<file path="src/sv/bgu4_pkg.sv">
// ----------------------------------------------------------------------------
// bgu4_pkg
// Shared types and constants for the bilinear grid upsampler by four.
// ----------------------------------------------------------------------------
package bgu4_pkg;

  // Configuration register width and index width.
  localparam int unsigned CFG_W     = 7;
  localparam int unsigned CFG_IDX_W = 1;

  // Fine grid coordinates are fixed at eight bits.
  localparam int unsigned COORD_W = 8;

  // Coarse rows per frame are limited to 64.
  localparam int unsigned ROW_LIMIT = 64;
  localparam int unsigned ROW_W     = 6;

  // Quarter steps run from 1 to 4; weights are products of two steps.
  localparam int unsigned STEP_W = 3;
  localparam int unsigned WT_W   = 5;
  localparam logic [STEP_W-1:0] STEP_FIRST = 3'd1;
  localparam logic [STEP_W-1:0] STEP_LAST  = 3'd4;

  typedef enum logic [CFG_IDX_W-1:0] {
    CFG_COARSE_COLS = 1'b0,
    CFG_COARSE_ROWS = 1'b1
  } cfg_idx_e;

  // Position of the coarse sample that closes a patch.
  typedef struct packed {
    logic [COORD_W-1:0] base_col;
    logic [COORD_W-1:0] base_row;
    logic               col_first;
    logic               row_first;
  } pos_t;

endpackage

</file>
<file path="src/sv/bilinear_grid_upsample_by_four_top.sv">
// ----------------------------------------------------------------------------
// bilinear_grid_upsample_by_four_top
// Bilinear upsampler by four: coarse grid samples in, fine grid points out.
// ----------------------------------------------------------------------------
// Coarse samples enter on the slave stream in raster order. Each sample
// closes a patch of fine points between it and its left and upper
// neighbours: one point at the first row and column, four along the first
// row or column, sixteen elsewhere. The points leave on the master stream in
// raster order within the patch, tlast marking the last point of the patch.
// The first point of a patch goes from the patch register, loaded on its
// sample's beat, into the result register. One fine point leaves per cycle
// while the receiver does not stall, a pace set by the single result
// register, which takes one point of the patch register in each cycle that
// it is free. A new sample is accepted in the same cycle as the previous
// patch's last point enters the result register: no bubble between patches.
// Reset returns the position to row 0, column 0 and both size registers to
// 12; the line buffer is not cleared and needs no clearing pass. When the
// receiver stalls, the result register holds its point and the patch
// register waits, and the slave stream stalls once a patch is pending.
// The user writes size registers only while idle; the block won't enforce it.
// ----------------------------------------------------------------------------
module bilinear_grid_upsample_by_four_top #(
  parameter int unsigned MAX_COARSE_COLS = 64,
  parameter int unsigned SAMPLE_BITS     = 16
) (
  input  logic                                        clk_i,
  input  logic                                        rst_ni,
  input  logic                                        cfg_we_i,
  input  logic [bgu4_pkg::CFG_IDX_W-1:0]               cfg_idx_i,
  input  logic [bgu4_pkg::CFG_W-1:0]                   cfg_data_i,
  input  logic                                        s_axis_tvalid,
  output logic                                        s_axis_tready,
  // sample, zero padded to whole bytes
  input  logic [((SAMPLE_BITS+7)/8)*8-1:0]             s_axis_tdata,
  output logic                                        m_axis_tvalid,
  input  logic                                        m_axis_tready,
  // fine_col, fine_row, value, zero padded to whole bytes
  output logic [((2*bgu4_pkg::COORD_W+SAMPLE_BITS+4+7)/8)*8-1:0] m_axis_tdata,
  output logic                                        m_axis_tlast
);
  import bgu4_pkg::*;

  localparam int unsigned VW     = SAMPLE_BITS + 4;
  localparam int unsigned OUT_W  = ((2 * COORD_W + VW + 7) / 8) * 8;

  logic                   accept;
  logic [SAMPLE_BITS-1:0] sample;
  logic [SAMPLE_BITS-1:0] a, b, c;
  pos_t                   pos;
  logic [COORD_W-1:0]     fine_col, fine_row;
  logic [VW-1:0]          value;

  assign sample = s_axis_tdata[SAMPLE_BITS-1:0];
  assign accept = s_axis_tvalid && s_axis_tready;

  bgu4_front #(
    .MAX_COARSE_COLS (MAX_COARSE_COLS),
    .SAMPLE_BITS     (SAMPLE_BITS)
  ) u_front (
    .clk_i      (clk_i),
    .rst_ni     (rst_ni),
    .cfg_we_i   (cfg_we_i),
    .cfg_idx_i  (cfg_idx_i),
    .cfg_data_i (cfg_data_i),
    .accept_i   (accept),
    .sample_i   (sample),
    .a_o        (a),
    .b_o        (b),
    .c_o        (c),
    .pos_o      (pos)
  );

  bgu4_emit #(
    .SAMPLE_BITS (SAMPLE_BITS)
  ) u_emit (
    .clk_i       (clk_i),
    .rst_ni      (rst_ni),
    .in_valid_i  (s_axis_tvalid),
    .in_ready_o  (s_axis_tready),
    .a_i         (a),
    .b_i         (b),
    .c_i         (c),
    .d_i         (sample),
    .pos_i       (pos),
    .out_valid_o (m_axis_tvalid),
    .out_ready_i (m_axis_tready),
    .fine_col_o  (fine_col),
    .fine_row_o  (fine_row),
    .value_o     (value),
    .last_o      (m_axis_tlast)
  );

  assign m_axis_tdata = OUT_W'({value, fine_row, fine_col});

`ifndef SYNTH
  // The last point of a patch is the one on the coarse sample itself, which
  // sits at a multiple of four in both directions; no other point does.
  assert property (@(posedge clk_i) disable iff (!rst_ni)
    m_axis_tvalid |-> (m_axis_tlast == ((fine_col[1:0] == 2'd0) && (fine_row[1:0] == 2'd0))))
    else $error("tlast does not match the patch corner position");

  // Once a point that is not the last of its patch is taken, the next point
  // of that patch must follow at once.
  assert property (@(posedge clk_i) disable iff (!rst_ni)
    (m_axis_tvalid && m_axis_tready && !m_axis_tlast) |=> m_axis_tvalid)
    else $error("patch run broken after a non-final point");

  // No new sample is taken while a point that is not the last of its patch
  // is held in the result register by the receiver.
  assert property (@(posedge clk_i) disable iff (!rst_ni)
    (m_axis_tvalid && !m_axis_tlast && !m_axis_tready) |-> !s_axis_tready)
    else $error("sample accepted with a patch still in progress");
`endif

endmodule

</file>
<file path="src/sv/bgu4_front.sv">
// ----------------------------------------------------------------------------
// bgu4_front
// Configuration registers, coarse position counters, line buffer and the
// left-hand samples that complete the four corners of each patch.
// ----------------------------------------------------------------------------
module bgu4_front #(
  parameter int unsigned MAX_COARSE_COLS = 64,
  parameter int unsigned SAMPLE_BITS     = 16
) (
  input  logic                          clk_i,
  input  logic                          rst_ni,
  input  logic                          cfg_we_i,
  input  logic [bgu4_pkg::CFG_IDX_W-1:0] cfg_idx_i,
  input  logic [bgu4_pkg::CFG_W-1:0]     cfg_data_i,
  input  logic                          accept_i,
  input  logic [SAMPLE_BITS-1:0]        sample_i,
  output logic [SAMPLE_BITS-1:0]        a_o,
  output logic [SAMPLE_BITS-1:0]        b_o,
  output logic [SAMPLE_BITS-1:0]        c_o,
  output bgu4_pkg::pos_t                pos_o
);
  import bgu4_pkg::*;

  localparam int unsigned COL_W = (MAX_COARSE_COLS > 1) ? $clog2(MAX_COARSE_COLS) : 1;
  localparam int unsigned LIM_W = (COL_W + 1 > CFG_W) ? COL_W + 1 : CFG_W;
  localparam logic [LIM_W-1:0] COL_MAX = LIM_W'(MAX_COARSE_COLS);
  localparam logic [LIM_W-1:0] LIM_MIN = LIM_W'(2);
  localparam logic [CFG_W-1:0] ROW_MAX = CFG_W'(ROW_LIMIT);
  localparam logic [CFG_W-1:0] ROW_MIN = CFG_W'(2);

  logic [CFG_W-1:0]       cols_q, rows_q;
  logic [COL_W-1:0]       col_q, col_d;
  logic [ROW_W-1:0]       row_q, row_d;
  logic [SAMPLE_BITS-1:0] left_q, left_above_q;
  logic [SAMPLE_BITS-1:0] rd_q;
  logic [SAMPLE_BITS-1:0] mem [MAX_COARSE_COLS];
  logic [LIM_W-1:0]       cols_ext, cols_eff;
  logic [CFG_W-1:0]       rows_eff;
  logic [COL_W-1:0]       rd_addr;
  logic [SAMPLE_BITS-1:0] b_eff;
  logic                   col_wrap, row_wrap;

  always_comb begin
    cols_ext = LIM_W'(cols_q);
    if (cols_ext < LIM_MIN) begin
      cols_eff = LIM_MIN;
    end else if (cols_ext > COL_MAX) begin
      cols_eff = COL_MAX;
    end else begin
      cols_eff = cols_ext;
    end
    if (rows_q < ROW_MIN) begin
      rows_eff = ROW_MIN;
    end else if (rows_q > ROW_MAX) begin
      rows_eff = ROW_MAX;
    end else begin
      rows_eff = rows_q;
    end

    col_wrap = (LIM_W'(col_q) + LIM_W'(1)) >= cols_eff;
    row_wrap = (CFG_W'(row_q) + CFG_W'(1)) >= rows_eff;

    col_d = col_q;
    row_d = row_q;
    if (accept_i) begin
      if (col_wrap) begin
        col_d = '0;
        row_d = row_wrap ? '0 : row_q + ROW_W'(1);
      end else begin
        col_d = col_q + COL_W'(1);
      end
    end

    // Read ahead at the position of the next sample, so that the registered
    // read data is ready when it arrives.
    rd_addr = accept_i ? col_d : col_q;

    // The top coarse row has nothing above it; its weight is zero there.
    b_eff = (row_q == '0) ? '0 : rd_q;
  end

  assign a_o = left_above_q;
  assign b_o = b_eff;
  assign c_o = left_q;

  always_comb begin
    pos_o.base_col  = COORD_W'(col_q) << 2;
    pos_o.base_row  = COORD_W'(row_q) << 2;
    pos_o.col_first = (col_q == '0);
    pos_o.row_first = (row_q == '0);
  end

  always_ff @(posedge clk_i or negedge rst_ni) begin
    if (!rst_ni) begin
      cols_q       <= CFG_W'(12);
      rows_q       <= CFG_W'(12);
      col_q        <= '0;
      row_q        <= '0;
      left_q       <= '0;
      left_above_q <= '0;
    end else begin
      if (cfg_we_i) begin
        case (cfg_idx_e'(cfg_idx_i))
          CFG_COARSE_COLS: cols_q <= cfg_data_i;
          CFG_COARSE_ROWS: rows_q <= cfg_data_i;
          default: ;
        endcase
      end
      col_q <= col_d;
      row_q <= row_d;
      if (accept_i) begin
        left_q       <= sample_i;
        left_above_q <= b_eff;
      end
    end
  end

  always_ff @(posedge clk_i) begin
    if (accept_i) begin
      mem[col_q] <= sample_i;
    end
    rd_q <= mem[rd_addr];
  end

endmodule

</file>
<file path="src/sv/bgu4_emit.sv">
// ----------------------------------------------------------------------------
// bgu4_emit
// Holds one patch of four coarse corners and walks its fine points, one
// interpolated value into the result register per cycle while it is free.
// ----------------------------------------------------------------------------
module bgu4_emit #(
  parameter int unsigned SAMPLE_BITS = 16
) (
  input  logic                          clk_i,
  input  logic                          rst_ni,
  input  logic                          in_valid_i,
  output logic                          in_ready_o,
  input  logic [SAMPLE_BITS-1:0]        a_i,
  input  logic [SAMPLE_BITS-1:0]        b_i,
  input  logic [SAMPLE_BITS-1:0]        c_i,
  input  logic [SAMPLE_BITS-1:0]        d_i,
  input  bgu4_pkg::pos_t                pos_i,
  output logic                          out_valid_o,
  input  logic                          out_ready_i,
  output logic [bgu4_pkg::COORD_W-1:0]  fine_col_o,
  output logic [bgu4_pkg::COORD_W-1:0]  fine_row_o,
  output logic [SAMPLE_BITS+3:0]        value_o,
  output logic                          last_o
);
  import bgu4_pkg::*;

  localparam int unsigned VW = SAMPLE_BITS + 4;

  logic                   busy_q;
  logic [SAMPLE_BITS-1:0] a_q, b_q, c_q, d_q;
  pos_t                   pos_q;
  logic [STEP_W-1:0]      j_q, k_q, j_nxt, k_nxt;
  logic                   out_valid_q;
  logic [COORD_W-1:0]     col_out_q, row_out_q;
  logic [VW-1:0]          value_q;
  logic                   last_q;

  logic                   out_load, step, last_pt, accept;
  logic [STEP_W-1:0]      wj, wk;
  logic [WT_W-1:0]        wa, wb, wc, wd;
  logic [VW-1:0]          value_d;
  logic [COORD_W-1:0]     col_d, row_d;

  always_comb begin
    out_load = !out_valid_q || out_ready_i;
    step     = busy_q && out_load;
    last_pt  = (j_q == STEP_LAST) && (k_q == STEP_LAST);
    in_ready_o = !busy_q || (step && last_pt);
    accept   = in_valid_i && in_ready_o;

    if (j_q == STEP_LAST) begin
      j_nxt = pos_q.col_first ? STEP_LAST : STEP_FIRST;
      k_nxt = k_q + STEP_W'(1);
    end else begin
      j_nxt = j_q + STEP_W'(1);
      k_nxt = k_q;
    end

    wj = STEP_LAST - j_q;
    wk = STEP_LAST - k_q;
    wa = WT_W'(wk) * WT_W'(wj);
    wb = WT_W'(wk) * WT_W'(j_q);
    wc = WT_W'(k_q) * WT_W'(wj);
    wd = WT_W'(k_q) * WT_W'(j_q);
    value_d = VW'(a_q) * VW'(wa) + VW'(b_q) * VW'(wb)
            + VW'(c_q) * VW'(wc) + VW'(d_q) * VW'(wd);

    col_d = pos_q.base_col + COORD_W'(j_q) - COORD_W'(STEP_LAST);
    row_d = pos_q.base_row + COORD_W'(k_q) - COORD_W'(STEP_LAST);
  end

  always_ff @(posedge clk_i or negedge rst_ni) begin
    if (!rst_ni) begin
      busy_q      <= 1'b0;
      j_q         <= STEP_FIRST;
      k_q         <= STEP_FIRST;
      out_valid_q <= 1'b0;
    end else begin
      if (accept) begin
        busy_q <= 1'b1;
        j_q    <= pos_i.col_first ? STEP_LAST : STEP_FIRST;
        k_q    <= pos_i.row_first ? STEP_LAST : STEP_FIRST;
      end else if (step) begin
        busy_q <= !last_pt;
        j_q    <= j_nxt;
        k_q    <= k_nxt;
      end
      if (out_load) begin
        out_valid_q <= step;
      end
    end
  end

  always_ff @(posedge clk_i) begin
    if (accept) begin
      a_q   <= a_i;
      b_q   <= b_i;
      c_q   <= c_i;
      d_q   <= d_i;
      pos_q <= pos_i;
    end
    if (step) begin
      col_out_q <= col_d;
      row_out_q <= row_d;
      value_q   <= value_d;
      last_q    <= last_pt;
    end
  end

  assign out_valid_o = out_valid_q;
  assign fine_col_o  = col_out_q;
  assign fine_row_o  = row_out_q;
  assign value_o     = value_q;
  assign last_o      = last_q;

endmodule

</file>
<file path="config.mk">
export PLATFORM = sky130hd
export DESIGN_NAME = bilinear_grid_upsample_by_four_top
export DESIGN_NICKNAME = d
export VERILOG_FILES = /design/src/sv/bgu4_pkg.sv /design/src/sv/bilinear_grid_upsample_by_four_top.sv /design/src/sv/bgu4_front.sv /design/src/sv/bgu4_emit.sv
export SDC_FILE = /design/constraint.sdc
export NUM_CORES = 2
export LEC_CHECK = 0
export ABC_AREA = 1
export BUFFER_PORTS_ARGS = -buffer_cell sky130_fd_sc_hd__buf_2
export CAP_MARGIN = 20
export CORE_AREA = 2 2 328 330
export CTS_BUF_LIST = sky130_fd_sc_hd__clkbuf_8
export DETAILED_ROUTE_END_ITERATION = 12
export DIE_AREA = 0 0 330 332
export PLACE_DENSITY_LB_ADDON = 0.15
export SETUP_SLACK_MARGIN = 0.5
export SYNTH_ARGS = -nofsm -noshare
export SYNTH_HDL_FRONTEND = slang
export SYNTH_SLANG_ARGS = --single-unit
</file>
<file path="constraint.sdc">
create_clock -name clk_i -period 10.9 [get_ports clk_i]
set_input_delay 0.545 -clock clk_i [delete_from_list [all_inputs] [get_ports clk_i]]
set_output_delay 0.545 -clock clk_i [all_outputs]
set_load 0.005 [all_outputs]
</file>
; ---- Word level (Yosys, flattened, before mapping)
; Memories as Yosys holds them, arrays and structs flattened. A register that Yosys moved wholly into a read port is not among the register bits.
; Index checks and enable logic that the tools add are counted.
[classes]
add_sub_neg = 15
multipliers = 8
magnitude_cmp = 6
eq_ne = 2
muxes = 22
bitwise = 1
n_reduce_logical = 17
[ops]
columns = cell, n
row1 = 16-bit by 5-bit multiplier with 20-bit output, 4
row2 = 20-bit adder, 3
row3 = 7-bit 2-to-1 mux, 4
row4 = 3-bit 2-to-1 mux, 9
row5 = 6-bit 2-to-1 mux, 4
row6 = 3-bit by 3-bit multiplier with 5-bit output, 4
row7 = 8-bit by 3-bit adder with 8-bit output, 2
row8 = 16-bit 2-to-1 mux, 1
row9 = 8-bit by 3-bit subtractor with 8-bit output (second input constant), 2
row10 = 6-bit by 1-bit adder with 7-bit output (second input constant), 2
row11 = 7-bit >= comparator, 2
row12 = 7-bit > comparator (second input constant), 2
row13 = 7-bit by 2-bit less-than comparator with 1-bit output (second input constant), 2
row14 = 6-bit by 1-bit adder with 6-bit output (second input constant), 2
row15 = 6-bit zero test, 2
row16 = 2-bit AND reduction, 4
row17 = 3-bit by 1-bit adder with 3-bit output (second input constant), 2
row18 = 3-bit equality test (second input constant), 2
row19 = 3-bit subtractor (first input constant), 2
row20 = 1-bit logical AND, 4
row21 = 1-bit 2-to-1 mux, 4
row22 = 2-bit nonzero test, 2
row23 = 1-bit zero test, 3
row24 = 1-bit logical OR, 2
row25 = 1-bit NOT, 1
[totals]
ff_bits = 180
mem_bits_rw = 1024
inputBits = 29
word_cells = 93
n_memories = 1
[memory_table]
columns = name, depth, width, read_ports, rd_ports_with_merged_regs, wr, line
row1 = u_front.mem, 64, 16, 1, 1, 1, bgu4_front.sv:36  ; logic [SAMPLE_BITS-1:0] mem [MAX_COARSE_COLS];

; ---- Depth between registers and ports, before layout
[logic_depth]
ltp_word = 8
ltp_mapped = 37

; ---- Cells and area by module
; From an unflattened synthesis, not the netlist that was laid out.
[hier_totals]
cells_unflattened = 6082
area_unflattened_um2 = 63832.5
[by_module_without_submodules]
columns = mod, n_inst, cells_each, area_per_inst_um2, seq_area_each_um2
row1 = bgu4_front, 1, 4441, 48662.9, 32526.2
row2 = bgu4_emit, 1, 1634, 15128.3, 3746.1
row3 = bilinear_grid_upsample_by_four_top, 1, 7, 41.3, 0.0

; ---- Worst setup path after synthesis
; OpenSTA, ideal clock, no wires.
[synth_path]
kind = register to register
startpoint = register u_emit.j_q[0]
endpoint = register u_emit.value_q[18] (netlist: u_emit.value_o[18]), data pin
t_arrival_ns = 8.176
required_ns = 10.640
slack_ns = 2.464
path_stages_with_launch = 37
path_buffers = 1
cell_sequence = dfstp_2 > inv_1 > ha_1 > ha_1 > nand2_1 > fa_1 > inv_1 > ha_1 > inv_1 > fa_1 > xor2_1 > or2_2 > nand2_1 > clkbuf_1 > nor2_1 > fa_1 > inv_1 > fa_1 > fa_1 > inv_1 > fa_1 > fa_1 > inv_1 > fa_1 > inv_1 > fa_1 > ha_1 > nand2_1 > o21ai_0 > a21oi_1 > o21ai_0 > nand3_1 > nand2_1 > a21oi_1 > nor2_1 > nor2_1 > xor2_1
[synth_between]
elab_chain_cells = 6
[synth_lines]
columns = element, line
row1 = start: declaration, bgu4_emit.sv:32  ; logic [STEP_W-1:0] j_q, k_q, j_nxt, k_nxt;
row2 = start signal: assignment, bgu4_emit.sv:81  ; j_q <= pos_i.col_first ? STEP_LAST : STEP_FIRST;
row3 = start signal: assignment, bgu4_emit.sv:85  ; j_q <= j_nxt;
row4 = 3-bit subtractor, bgu4_emit.sv:59  ; wj = STEP_LAST - j_q;
row5 = 3-bit by 3-bit multiplier with 5-bit output, bgu4_emit.sv:61  ; wa = WT_W'(wk) * WT_W'(wj);
row6 = 16-bit by 5-bit multiplier with 20-bit output, bgu4_emit.sv:65  ; value_d = VW'(a_q) * VW'(wa) + VW'(b_q) * VW'(wb)
row7 = 20-bit adder, bgu4_emit.sv:65
row8 = 20-bit adder, bgu4_emit.sv:66  ; + VW'(c_q) * VW'(wc) + VW'(d_q) * VW'(wd);
row9 = 20-bit adder (*), bgu4_emit.sv:66
row10 = via u_emit.value_d[18], bgu4_emit.sv:41  ; logic [VW-1:0] value_d;
row11 = end signal: assignment, bgu4_emit.sv:105  ; value_q <= value_d;
row12 = end: declaration, bgu4_emit.sv:35  ; logic [VW-1:0] value_q;
; Mark *: on every way through the listed nets, which the timed path passes. The rest lies on a longest branch.
; A chain may end at the register's enable or synchronous reset.

; ---- Worst setup path in the final report
; Ends and elaborated chain as after synthesis.

==> summary.txt <==
Logic synthesis
  – Synthesis Warnings: 0
  – Cell Area, Synth: 0.06194 mm2
  – Top_reg_cell synth: edfxtp_1
  – Synth Area in Compound Gates: 0.9130%
  – Largest family of logic cells by synthesized area: simple AND/OR/NAND/NOR gates
  – Syn_area_per_cell: 10.41 um2
  – Synth cell count leaders: 1702 x nand2_1, 1138 x edfxtp_1, 1120 x nand3_1
  – Post-synthesis simple-gate area fraction: 21.62%
  – Register area share after synthesis: 58.36%
  – Synth cell types: 44
  – Dominant cell type by area after synthesis: edfxtp_1
  – Synth Instances: 5953
  – Mux share of post-synthesis cell area: 0%
  – Post-synth EDFFs: 1138
  – Post-synth top area share: 55.17%
  – Synth async-reset ratio: 5.410%
  – XOR/XNOR Fraction of Synth Area: 0.6363%
  – Yosys reg bits: 1220
  – Most numerous cell in the Yosys netlist: nand2_1
  – Synth Area in Adders: 11.09%
  – Synth area leaders: edfxtp_1 55%, nand2_1 10%, nand3_1 9.0%

Final layout
  – Utilization after layout: 63.08%
  – Area Overhead vs Synth: 8.255%
  – Share of layout cells above drive strength 1: 7.442%
  – Final net count: 6425

CTS
  – CTS Hold Bufs: 10
  – CTS Sinks: 1220
  – Num CTS Buffers: 196
  – Skew-Pair Late Insertion Delay: 0.89 ns
  – Post-CTS Setup Inserts: 0
  – CTS tree: built
  – Clock transition at path regs: 0.06 ns
  – Htree depth: 4
  – Root Driver: clkbuf_8
  – Post-cts sizing count: 0
  – Max Root-Sink Buffers: 3

Worst setup path
  – Worst r2r path cells: 37
  – Worst path arrival time: 10.04 ns
  – R2r endpoint: u_emit.value_o[18]
  – Reg2Reg Setup Slack: 1.48 ns
  – Crit path kind: reg2reg
  – Crit-path slowest cell: dfstp_2
  – Crit end category: flip-flop
  – Worst setup SP type: flip-flop
  – Worst setup path start: u_emit.j_q[0]
  – WP buf/inv: 9
  – Worst EP required: 11.52 ns
  – CP top delay family: adder cells
  – CP max FO: 10
  – Reg2reg start: u_emit.j_q[0]
  – Max stage delay on crit path: 0.59 ns

Floorplanning
  – Initial core utilization: 58.27%
  – DIE WIDTH: 330 um
  – Boundary pin count: 72
  – CORE AREA: 0.1063 mm2
  – Die area: 0.1096 mm2
  – Die H: 332 um
  – # rows: 120

STA
  – Final setup vio count: 0
  – Relative slew slack: 25.74%
  – Hold Vio Cnt, Final: 0
  – RSZ-0062 raised after global routing: no
  – Part of the cycle the worst path needs: 86.42%
  – TNS Setup: 0 ns
  – Slew Limit Fails: 0
  – Min Tclk post-route: 9.420 ns
  – Final Skew: 0.03962 ns
  – Least-Margin Pin Slew: 1.113 ns
  – Peak Freq: 106.2 MHz

Placed design
  – Hpwl dp: 92.70 mm
  – Placer Congestion: 0.8994
  – Port bufs: 67

Status
  – Violations in the final reports: DRC
  – Status: finished with violations

Routing
  – DRC Markers: 6
  – Post-Route WL: 162.4 mm
  – Remaining antenna violation count after routing: 0
  – Vias: 42760
  – DR vias/cell: 5.648
  – Drt first pass iters: 11
  – Initial DRC Count: 5047
  – Routed len/inst: 21.44 um

Global route
  – First-pass GRT wire length: 247.3 mm
  – Gr usage total: 29.83%
  – Grt ovf: 0
  – Largest net degree at the start of global routing: 189
  – Vias in the first global route: 41200
  – Initial antenna violation count: 2

Worst hold path
  – Worst min path class: in2async

Run
  – Maxcap violations: 0
==> registers in the layout, summed over array words and instances, names as in the netlist, 6 cells and up, named ones only <==
register           count
u_emit.a_q            16
u_emit.b_q            16
u_emit.c_q            16
u_emit.d_q            16
u_emit.fine_col_o      8
u_emit.fine_row_o      8
u_emit.pos_q          13
u_emit.value_o        20
u_front.a_o           16
u_front.c_o           16
u_front.cols_ext       7
u_front.mem         1024
u_front.rd_q          16
u_front.row_q          6
u_front.rows_q         7
==> layout make-up <==
| cell class | instances | area (um2) |
|---|---|---|
| Fill cell | 8636 | 39250 |
| Sequential cell | 1220 | 36150 |
| Multi-Input combinational cell | 3637 | 21340 |
| Inverter | 779 | 2943 |
| Clock buffer | 207 | 2849 |
| Tap cell | 1403 | 1755 |
| Timing Repair Buffer | 178 | 1306 |
| Clock inverter | 147 | 710.7 |
| Antenna cell | 1 | 2.502 |
==> through the flow <==
stage                     instance area, um2  setup slack (ns)  cells  hold WS, ns
after floorplan                        61950             2.464   5956       0.2494
after global placement                 63340             1.669   7203       0.4310
after detailed placement               63340             1.539   7203       0.4292
after CTS                              67000             1.518   7567      0.05455
after global routing                   67060            0.9019   7572       0.1068
final                                  67060             1.480   7572       0.1167
==> placed cells by master, fill, tap and decap left out, types with 9 or more instances in the layout <==
master	n
buf_2	66
edfxtp_1	1138
ha_1	109
o21ai_0	54
nand4_1	9
xor2_1	35
buf_4	91
dfrtp_1	60
nand3b_1	68
nor2_2	24
nand3_1	1120
inv_1	852
xnor2_1	10
clkinv_2	12
a21oi_1	33
nor2_1	156
dlygate4sd3_1	10
fa_1	275
clkinv_1	38
nand2_1	1702
dfxtp_1	16
clkbuf_8	207
==> cell families (layout without fill, tap and decap cells) <==
| group | after synthesis | after routing |
|---|---|---|
| AO/OA/AOI/OAI | 105 | 105 |
| XOR/XNOR | 45 | 45 |
| adder cells (fa/ha/maj) | 384 | 384 |
| buffers and inverters | 1099 | 1311 |
| flip-flops | 1220 | 1220 |
| other | 1 | 5 |
| AND/OR/NAND/NOR | 3099 | 3099 |
==> worst max path at each step <==
| stage | depth (start not counted) | to |
|---|---|---|
| after floorplan | 36 | u_emit.value_o[18] |
| after global placement | 37 | u_emit.value_o[18] |
| after detailed placement | 37 | u_emit.value_o[18] |
| after CTS | 37 | u_emit.value_o[18] |
| after global routing | 37 | u_emit.value_o[18] |
| final | 37 | u_emit.value_o[18] |
==> worst reg2reg max path: cells and delay by family, from the launching register on <==
| kind | cells | cell delay [ns] |
|---|---|---|
| adder cells (fa/ha/maj) | 13 | 5.35 |
| AND/OR/NAND/NOR | 9 | 1.21 |
| AO/OA/AOI/OAI | 4 | 0.87 |
| buffers and inverters | 9 | 0.82 |
| flip-flops | 1 | 0.59 |
| XOR/XNOR | 2 | 0.33 |
==> routing by layer <==
metal  track usage, %  wire length, um  vias to the layer above
met5                0                0                        -
met3            5.769            14780                      279
met1            42.87            67420                    20850
met2            45.60            74690                     1973
li1                 -                -                    19670
met4            10.81             5478                        0
Power is left out: the tool's default activity adds up to more than one toggle a clock period on the data nets, which glitch-free logic cannot reach.
